**src/hdl/b2da_pkg.sv**
```systemverilog
// b2da_pkg: shared types, constants and functions of the binary to decimal
// ascii converter. No dependencies.
package b2da_pkg;

  localparam int unsigned NumDigits = 5;
  localparam int unsigned InWidth   = 16;
  localparam int unsigned BcdWidth  = 4 * NumDigits;
  localparam int unsigned CharWidth = 6;
  localparam int unsigned CntWidth  = $clog2(NumDigits + 1);

  localparam logic [CharWidth-1:0] CharZero = 6'd48;

  typedef struct packed {
    logic [BcdWidth-1:0] bcd;
    logic [InWidth-1:0]  bin;
  } dd_word_t;

  function automatic logic [CharWidth-1:0] to_char(input logic [3:0] digit);
    return CharZero + {2'b00, digit};
  endfunction

endpackage

```
**src/hdl/binary_to_decimal_ascii_core.sv**
```systemverilog
// binary_to_decimal_ascii_core: top level of the binary to decimal ascii
// converter. Depends on b2da_pkg, b2da_dabble_cell and b2da_serializer.
//
// Usage:
//   A transaction is accepted at a rising edge with start high and busy low;
//   value_i is the unsigned 16-bit number to print.
//   Five characters follow on digit_char_o, ten-thousands digit first with
//   leading zeros, each valid for one cycle while strobe is high. last_o
//   marks the units digit.
//   The number passes a chain of 16 double dabble cells, one bit per cell,
//   then a five-entry digit shift register.
//   The first character reaches the ports once the value has passed every
//   cell of the chain and been loaded into the serializer; the units
//   character is the last of the five that follow.
//   Accepts are spaced by busy so that the serializer, emitting one
//   character per cycle, ends each value before the next one loads; busy
//   is high after each accept and falls while earlier values are still moving down the chain.
//   Reset clears the valid bits of the chain, the busy counter and the
//   character counter; values in flight are dropped.
//   The receiver cannot stall: characters are sent whether taken or not.
module binary_to_decimal_ascii_core import b2da_pkg::*; (
  input  logic                 clk_i,
  input  logic                 rst_ni,
  input  logic                 start,
  output logic                 busy,
  input  logic [InWidth-1:0]   value_i,
  output logic                 strobe,
  output logic [CharWidth-1:0] digit_char_o,
  output logic                 last_o
);

  localparam logic [CntWidth-1:0] BusyCycles = CntWidth'(NumDigits - 1);

  logic                accept;
  logic [CntWidth-1:0] busy_cnt_q, busy_cnt_d;
  logic                valid_w [InWidth+1];
  dd_word_t            data_w  [InWidth+1];

  assign accept = start && !busy;
  assign busy   = (busy_cnt_q != '0);

  always_comb begin
    if (accept) begin
      busy_cnt_d = BusyCycles;
    end else if (busy_cnt_q != '0) begin
      busy_cnt_d = busy_cnt_q - 1'b1;
    end else begin
      busy_cnt_d = busy_cnt_q;
    end
  end

  always_ff @(posedge clk_i or negedge rst_ni) begin
    if (!rst_ni) begin
      busy_cnt_q <= '0;
    end else begin
      busy_cnt_q <= busy_cnt_d;
    end
  end

  assign valid_w[0]    = accept;
  assign data_w[0].bcd = '0;
  assign data_w[0].bin = value_i;

  for (genvar g = 0; g < InWidth; g++) begin : g_cell
    b2da_dabble_cell u_cell (
      .clk_i   (clk_i),
      .rst_ni  (rst_ni),
      .valid_i (valid_w[g]),
      .data_i  (data_w[g]),
      .valid_o (valid_w[g+1]),
      .data_o  (data_w[g+1])
    );
  end

  b2da_serializer u_ser (
    .clk_i        (clk_i),
    .rst_ni       (rst_ni),
    .load_i       (valid_w[InWidth]),
    .bcd_i        (data_w[InWidth].bcd),
    .strobe_o     (strobe),
    .digit_char_o (digit_char_o),
    .last_o       (last_o)
  );

  // first character appears after the chain and serializer load
  a_first_char: assert property (@(posedge clk_i) disable iff (!rst_ni)
    accept |=> ##16 (strobe && !last_o))
    else $error("first character missing after accept");

  a_last_char: assert property (@(posedge clk_i) disable iff (!rst_ni)
    accept |=> ##20 (strobe && last_o))
    else $error("units character missing after accept");

  a_last_strobed: assert property (@(posedge clk_i) disable iff (!rst_ni)
    last_o |-> strobe)
    else $error("last without strobe");

  a_no_gap: assert property (@(posedge clk_i) disable iff (!rst_ni)
    (strobe && !last_o) |=> strobe)
    else $error("gap inside a transaction");

  a_accept_spacing: assert property (@(posedge clk_i) disable iff (!rst_ni)
    accept |=> busy)
    else $error("busy not raised after accept");

endmodule

```
**src/hdl/b2da_dabble_cell.sv**
```systemverilog
// b2da_dabble_cell: one shift-and-add-3 step of the double dabble chain,
// registered. Depends on b2da_pkg.
module b2da_dabble_cell import b2da_pkg::*; (
  input  logic     clk_i,
  input  logic     rst_ni,
  input  logic     valid_i,
  input  dd_word_t data_i,
  output logic     valid_o,
  output dd_word_t data_o
);

  logic     valid_q;
  dd_word_t data_q, data_d;
  logic [BcdWidth-1:0] adj;

  always_comb begin
    for (int i = 0; i < NumDigits; i++) begin
      if (data_i.bcd[4*i +: 4] >= 4'd5) begin
        adj[4*i +: 4] = data_i.bcd[4*i +: 4] + 4'd3;
      end else begin
        adj[4*i +: 4] = data_i.bcd[4*i +: 4];
      end
    end
    data_d.bcd = {adj[BcdWidth-2:0], data_i.bin[InWidth-1]};
    data_d.bin = {data_i.bin[InWidth-2:0], 1'b0};
  end

  always_ff @(posedge clk_i or negedge rst_ni) begin
    if (!rst_ni) begin
      valid_q <= 1'b0;
    end else begin
      valid_q <= valid_i;
    end
  end

  always_ff @(posedge clk_i) begin
    data_q <= data_d;
  end

  assign valid_o = valid_q;
  assign data_o  = data_q;

endmodule

```
**src/hdl/b2da_serializer.sv**
```systemverilog
// b2da_serializer: row of digit registers that shifts one ascii character out
// per cycle, most significant first. Depends on b2da_pkg.
module b2da_serializer import b2da_pkg::*; (
  input  logic                 clk_i,
  input  logic                 rst_ni,
  input  logic                 load_i,
  input  logic [BcdWidth-1:0]  bcd_i,
  output logic                 strobe_o,
  output logic [CharWidth-1:0] digit_char_o,
  output logic                 last_o
);

  localparam logic [CntWidth-1:0] FullCnt = CntWidth'(NumDigits);

  logic [3:0]          digits_q [NumDigits];
  logic [CntWidth-1:0] cnt_q, cnt_d;

  always_comb begin
    if (load_i) begin
      cnt_d = FullCnt;
    end else if (cnt_q != '0) begin
      cnt_d = cnt_q - 1'b1;
    end else begin
      cnt_d = cnt_q;
    end
  end

  always_ff @(posedge clk_i or negedge rst_ni) begin
    if (!rst_ni) begin
      cnt_q <= '0;
    end else begin
      cnt_q <= cnt_d;
    end
  end

  always_ff @(posedge clk_i) begin
    if (load_i) begin
      for (int i = 0; i < NumDigits; i++) begin
        digits_q[i] <= bcd_i[BcdWidth-1-4*i -: 4];
      end
    end else begin
      for (int i = 0; i < NumDigits - 1; i++) begin
        digits_q[i] <= digits_q[i+1];
      end
    end
  end

  assign strobe_o     = (cnt_q != '0);
  assign last_o       = (cnt_q == CntWidth'(1));
  assign digit_char_o = to_char(digits_q[0]);

endmodule
```
**config.mk**
```make
export PLATFORM = sky130hd
export DESIGN_NAME = binary_to_decimal_ascii_core
export DESIGN_NICKNAME = d
export VERILOG_FILES = /design/src/hdl/b2da_pkg.sv /design/src/hdl/binary_to_decimal_ascii_core.sv /design/src/hdl/b2da_dabble_cell.sv /design/src/hdl/b2da_serializer.sv
export SDC_FILE = /design/constraint.sdc
export NUM_CORES = 1
export LEC_CHECK = 0
export BUFFER_PORTS_ARGS = -buffer_cell sky130_fd_sc_hd__buf_4
export CORE_MARGIN = 1
export CORE_UTILIZATION = 35
export DETAILED_ROUTE_END_ITERATION = 10
export GPL_TIMING_DRIVEN = 1
export PLACE_DENSITY = 0.62
export RECOVER_POWER = 50
export SETUP_SLACK_MARGIN = 0.2
export SYNTH_ARGS = -nofsm -noshare
export SYNTH_HDL_FRONTEND = slang
export SYNTH_SLANG_ARGS = --single-unit
export TNS_END_PERCENT = 5
```
**constraint.sdc**
```tcl
create_clock -name clk_i -period 1.2 [get_ports clk_i]
set_input_delay 0.24 -clock clk_i [delete_from_list [all_inputs] [get_ports clk_i]]
set_output_delay 0.24 -clock clk_i [all_outputs]
set_load 0.02 [all_outputs]
```
==> impl_results.md, run 1 <==
* Final worst-path cycle share at 1.36
* Residual DRC count at 0
* Xor and xnor area share after synthesis at 0.0295
* Final Hold Vio Count at 0
* CP Max Fanout at 2
* Simple-Gate Fraction of Synth Area at 0.0987
* Final net count at 1123
* Worst reg2reg path depth at 7
* #FFs+latches synth at between 300 and 400
* Clk_skew at ~0.018 ns
* R2R Setup Slk at -0.13 ns
* First-pass GRT wire length at ~26000 um
* I/O pin total at 28
* Vias per cell at 4.24
* Antenna violations before repair at 0
* Tot Pwr at 40.8 mW
* Die area at about 31000 um^2
* Antenna cells at 0
* RSZ-0062 raised after global routing: yes
* Max Buffers Root-to-Sink at 3
* Core Area at a little under 30000 um^2
* Global placement routability congestion at 0.718
* Syn Inst Count at 923
* Die Width at ~180 um
* H-tree lvl count at 2
* Syn_area_per_cell at around 12 um^2
* Synth Area in Compound Gates at 0.0591
* Setup crit end kind: output port
* CTS Root Cell: clkbuf_16
* Peak supply drop at 1440 uV
* Post-route minimum period at ~1.6 ns
* Clock-pin slew on the worst setup and hold paths at about 0.060 ns
* Violated checks: setup timing
* Clock sinks at approximately 330
* Max_slew headroom at 0.624
* Total Routing Usage GR at 0.0981
* Arrival time worst endpoint at 1.39 ns
* Initial cell density of the core at 0.359
* Detailed Route WL at about 15000 um
* TritonCTS clock tree: yes
* Area grow syn2layout at 39.4%
* PortBufs at 25
* Largest net degree at the start of global routing at 24
* Final worst setup slack at -0.432 ns
* Post-Syn Area at between 10000 and 15000 um^2
* Setup Viol. Count Final at 5
* Share of layout cells above drive strength 1 at 0.416
* CP required at 0.96 ns
* Pleak at ~6.2 nW
* Cell Area, Placed at between 10000 and 15000 um^2
* Worst min path class: in2async
* Sequential-to-total area share from yosys stat at 0.636
* Iteration-0 DRC Markers at about 110
* CP Class: reg2out
* Layout Utilization at 0.500
* Overflow after GRT at 0
* Post-synthesis mux area share at 0.0512
* Core Rows at 63
* Die span in y at approximately 180 um
* Final instance area at around 15000 um^2
* Number of CTS-inserted buffers at 34
* DRT Pass-1 Iters at 4
* DR WL/cell at a little over 10 um
* Pwr Density at 2740 nW/um^2
* Reg-to-Reg End: busy_cnt_q[2]
* Worst hold slack at between 0.2 and 0.3 ns
* Max-cap viol count at 0
* Startpoint types: flip-flop
* Clock Latency Late Sink at between 0.5 and 0.6 ns
* Synth Area in Adders at 0.0925
* Fmax at between 600 and 700 MHz
* Number of global-route vias before repair at roughly 6200
* Max Transition Viols Final at 0
* Detailed Place HPWL at 7870 um
* Post-DRT Antenna Nets at 0
* Most common cell after layout, fill and taps aside: dfxtp_1
* Yosys Warn Count at 0
* Vias post-DR at around 6100
* Commonest cells after routing, fill and taps aside: dfxtp_1 (232), nand2_1 (120), ha_4 (73)
* Yosys cell types at 30
* Combinational family with the most area after synthesis: simple AND/OR/NAND/NOR gates
* Actual slew at the worst max-slew pin at between 0.5 and 0.6 ns
* Status: complete, but fails checks
* Reg2reg start: busy_cnt_q[0]
-- area by class of cell --
class                           instances  area (um^2)
Inverter                               80          418
Multi-Input combinational cell        508         5230
Sequential cell                       332         6970
Fill cell                            2552        14900
Clock buffer                           41          907
Timing Repair Buffer                   69          637
Clock inverter                         21          249
Tap cell                              390          488
-- worst max path at each step --
stage                                      start                           end  slack, ns  depth (start not counted)
global placement    g_cell[14].u_cell.data_o[28]  g_cell[15].u_cell.data_o[32]       0.01                          5
CTS                                busy_cnt_q[0]                          busy      -0.45                          5
global route                       busy_cnt_q[0]                          busy      -0.49                          5
detailed placement                 busy_cnt_q[1]                          busy      -0.02                          5
floorplan              g_cell[15].u_cell.valid_o          u_ser.digits_q[0][0]       0.09                          3
finish                             busy_cnt_q[0]                          busy      -0.43                          5
-- registers in the layout, indices dropped and copies added, names as in the netlist --
signal	cells
busy_cnt_q	3
g_cell.u_cell.data_o	290
u_ser.digits_q	20
u_ser.cnt_q	3
g_cell.u_cell.valid_o	16
-- routing by layer --
metal | track usage | wire length [um] | vias up
li1 | - | - | 3175
met1 | 0.103 | 6000 | 2830
met2 | 0.185 | 7760 | 66
met3 | 0.0230 | 516 | 35
met4 | 0.0420 | 430 | 0
met5 | 0 | 0 | -
-- kinds of logic (layout without fill, tap and decap cells) --
| logic type | after synthesis | in the layout |
|---|---|---|
| flip-flops | 332 | 332 |
| AND/OR/NAND/NOR | 227 | 227 |
| XOR/XNOR | 36 | 36 |
| buffers and inverters | 84 | 211 |
| adder cells (fa/ha/maj) | 79 | 79 |
| multiplexers | 50 | 50 |
| other | 1 | 2 |
| AO/OA/AOI/OAI | 114 | 114 |
-- power breakdown --
part / internal [mW] / switching (mW) / total (mW) / leakage (nW)
Combinational: 7.31 / 5.79 / 13.1 / 2.69
Sequential: 14.3 / 2.82 / 17.1 / 2.91
Clock: 6.51 / 4.12 / 10.6 / 0.583
-- critical path, cell delays in order (launching register included) --
cell     delay [ns]
dfrtp_1        0.39
inv_2          0.08
ha_4           0.12
nor2b_4        0.14
inv_2          0.04
buf_6          0.12
-- cell usage after synthesis --
| cell type | count | area [um^2] |
|---|---|---|
| a211oi_1 | 2 | 15.0 |
| a21boi_0 | 1 | 7.51 |
| a21oi_1 | 30 | 150 |
| a21oi_2 | 9 | 78.8 |
| and2_1 | 1 | 6.26 |
| buf_12 | 1 | 20.0 |
| buf_4 | 2 | 15.0 |
| buf_6 | 1 | 11.3 |
| conb_1 | 1 | 3.75 |
| dfrtp_1 | 22 | 551 |
| dfxtp_1 | 306 | 6130 |
| edfxtp_1 | 4 | 120 |
| ha_1 | 79 | 988 |
| inv_1 | 80 | 300 |
| mux2_2 | 9 | 101 |
| mux2_4 | 7 | 105 |
| mux2i_1 | 34 | 340 |
| nand2_1 | 120 | 450 |
| nand2b_1 | 40 | 250 |
| nand2b_2 | 1 | 8.76 |
| nand3b_1 | 1 | 7.51 |
| nor2_1 | 39 | 146 |
| nor2b_1 | 3 | 18.8 |
| nor2b_2 | 1 | 8.76 |
| o21a_1 | 1 | 7.51 |
| o21ai_0 | 66 | 330 |
| o22a_1 | 4 | 35.0 |
| o31ai_1 | 1 | 7.51 |
| or2b_1 | 21 | 158 |
| xnor2_1 | 36 | 315 |
-- metrics by stage --
| step | cells | setup TNS, ns | worst slack [ns] |
|---|---|---|---|
| floorplan | 924 | 0 | 0.0902 |
| global placement | 1347 | 0 | 0.0109 |
| detailed placement | 1347 | -0.0524 | -0.0156 |
| CTS | 1439 | -1.35 | -0.449 |
| global route | 1441 | -1.65 | -0.486 |
| finish | 1441 | -1.36 | -0.432 |
-- timing repair --
action | CTS | global route
hold buffers | 18 | 0
pin swaps | 137 | 144
setup buffers | 12 | 2
setup endpoints to repair | 142 | 144
resized for setup | 408 | 93
hold endpoints to repair | 39 | 0
Power figures use the tool's default switching activity.
==> inputs of run 2 (changes only) <==
BUFFER_PORTS_ARGS = unset   (was -buffer_cell sky130_fd_sc_hd__buf_4)
DONT_BUFFER_PORTS = 1   (was unset)
PLACE_DENSITY = 0.59   (was 0.62)
clock period = 2.1 ns   (was 1.2 ns; I/O delays follow)
==> impl_results.md, run 2 (same netlist as run 1, synthesis figures left out) <==
* Status: complete, no violations
* Core Area at around 30000 um^2
* Clock Latency Late Sink at about 0.5 ns
* Total Routing Usage GR at 0.0769
* Internal power at roughly 14 mW
* Final non-filler cell total at between 1000 and 1500
* Comb pwr share at 0.216
* Share of total power in sequential cells at 0.453
* Net Sw Frac at 0.273
* Clock-pin slew on the worst setup and hold paths at roughly 0.05 ns
* Detailed Place HPWL at slightly above 7000 um
* Crit path buf inv count at 2
* Final worst setup slack at 0.246 ns
* Die Width at approximately 180 um
* Final net count at approximately 1100
* Largest net degree at the start of global routing at 24
* PortBufs at 0
* Number of CTS-inserted buffers at 36
* Actual slew at the worst max-slew pin at about 0.97 ns
* H-tree lvl count at 2
* CP Cell Sequence: inv_1 -> ha_1 -> nor2b_4 -> inv_2
* Setup Viol. Count Final at 0
* DRT Pass-1 Iters at 4
* Antenna violations before repair at 0
* DR WL/cell at slightly above 8 um
* Share of layout cells above drive strength 1 at 0.0888
* Number of global-route vias before repair at ~5200
* Die span in y at ~180 um
* Die area at between 30000 and 40000 um^2
* P_sw at about 5.4 mW
* TritonCTS clock tree: yes
* Fmax at between 500 and 600 MHz
* Setup crit end kind: output port
* Overflow after GRT at 0
* Placed Cells at roughly 1300
* R2R Setup Slk at roughly 0.8 ns
* Vias post-DR at between 5000 and 6000
* Final worst-path cycle share at 0.883
* Worst hold slack at roughly 0.052 ns
* Clk network pwr share at 0.331
* Initial cell density of the core at 0.359
* Max-cap viol count at 0
* Crit path largest cell delay at around 0.39 ns
* CTS Root Cell: clkbuf_16
* Iteration-0 DRC Markers at 160
* Post-DRT Antenna Nets at 0
* Setup TNS at 0 ns
* Clk_skew at 0.0166 ns
* CP top delay family: flip-flops
* Post-route minimum period at around 1.9 ns
* Commonest cells after routing, fill and taps aside: dfxtp_1 (306), nand2_1 (120), inv_1 (79), ha_1 (79), o21ai_0 (66)
* Max_slew headroom at 0.351
* Max Buffers Root-to-Sink at 3
* Layout Utilization at 0.423
* Clock sinks at 332
* Core Rows at 63
* CP required at ~1.7 ns
* Pwr Density at approximately 1600 nW/um^2
* Peak supply drop at between 600 and 700 uV
* CP Class: reg2out
* RSZ-0062 raised after global routing: yes
* Place WS at roughly 0.7 ns
* Arrival time worst endpoint at around 1.4 ns
* Max Transition Viols Final at 0
* Global placement routability congestion at approximately 0.7
* Antenna cells at 0
* Area grow syn2layout at 18.0%
* Detailed Route WL at between 10000 and 15000 um
* I/O pin total at 28
* Startpoint types: flip-flop
* Vias per cell at 4.05
* Residual DRC count at 0
* Worst min path class: in2reg
* First-pass GRT wire length at around 20000 um
* Pleak at 5.75 nW
* Final Hold Vio Count at 0
* Max FFs per register at 290
* CP Max Fanout at 5
* Most common cell after layout, fill and taps aside: dfxtp_1
* Crit path max-delay cell type: dfrtp_1
run 2: cell types whose count changed in the layout (fill, tap and decap cells not counted), moves of 25 or more:
cell and delta:
a21oi_1 +25, a21oi_4 -34, dfxtp_1 +74, dfxtp_2 -43, dfxtp_4 -31, ha_1 +74, ha_4 -73, inv_1 +72
inv_2 -25, inv_4 -47, nand2b_1 +30, nand2b_4 -31, o21ai_0 +31, o21ai_1 -30
run 2: worst register-to-register path: stages, from the launching register on:
cell and delay (ns):
dfxtp_1 0.33, inv_1 0.06, ha_1 0.13, inv_1 0.04, ha_1 0.19, a21oi_1 0.23
mux2i_1 0.23
run 2: per-layer routing:
metal	GRT usage	wire length, um	part of all wire	up-vias
met1	0.0839	5240	0.46	2474
met3	0.0275	609	0.054	34
met5	0	0	0	-
met2	0.129	5040	0.45	68
li1	-	-	-	3064
met4	0.0431	400	0.035	0
run 2: area by class of cell:
type	count	area [um^2]
Inverter	80	300
Tap cell	390	488
Sequential cell	332	6800
Timing Repair Buffer	18	178
Clock buffer	52	1090
Fill cell	2779	17200
Clock inverter	12	203
Multi-Input combinational cell	508	3550
run 2: power groups by stage:
stage | registers (mW) | clock network [mW] | logic (mW)
3_5_place_dp | 9.13 | 0 | 4.34
3_3_place_gp | 9.08 | 0 | 4.22
5_1_grt | 9.21 | 7.13 | 5.06
2_1_floorplan | 8.91 | 0 | 3.77
4_1_cts | 9.00 | 6.85 | 4.40
6_report | 8.98 | 6.57 | 4.29
run 2: what timing repair did:
action	in CTS	in global routing
hold endpoints to repair	38	0
hold buffers	17	0
gates resized for setup	2	1
buffers inserted	0	0
setup endpoints to repair	2	2
run 2: per-stage QoR:
step           instance area, um^2  power (mW)
6_report                     12600        19.8
5_1_grt                      12600        21.4
2_1_floorplan                10700        12.7
4_1_cts                      12600        20.2
3_5_place_dp                 11100        13.5
3_3_place_gp                 11100        13.3
run 2: final timing paths:
| check | from | endpoint | cells past startpoint |
|---|---|---|---|
| min in group asynchronous | rst_ni | g_cell[10].u_cell.valid_o | 1 |
| min | start | g_cell[0].u_cell.valid_o | 1 |
| max reg2reg | g_cell[14].u_cell.data_o[32] | g_cell[15].u_cell.data_o[34] | 6 |
| max in group asynchronous | rst_ni | g_cell[3].u_cell.valid_o | 1 |
| min reg2reg | g_cell[13].u_cell.data_o[14] | g_cell[14].u_cell.data_o[15] | 0 |
| max | busy_cnt_q[0] | busy | 4 |
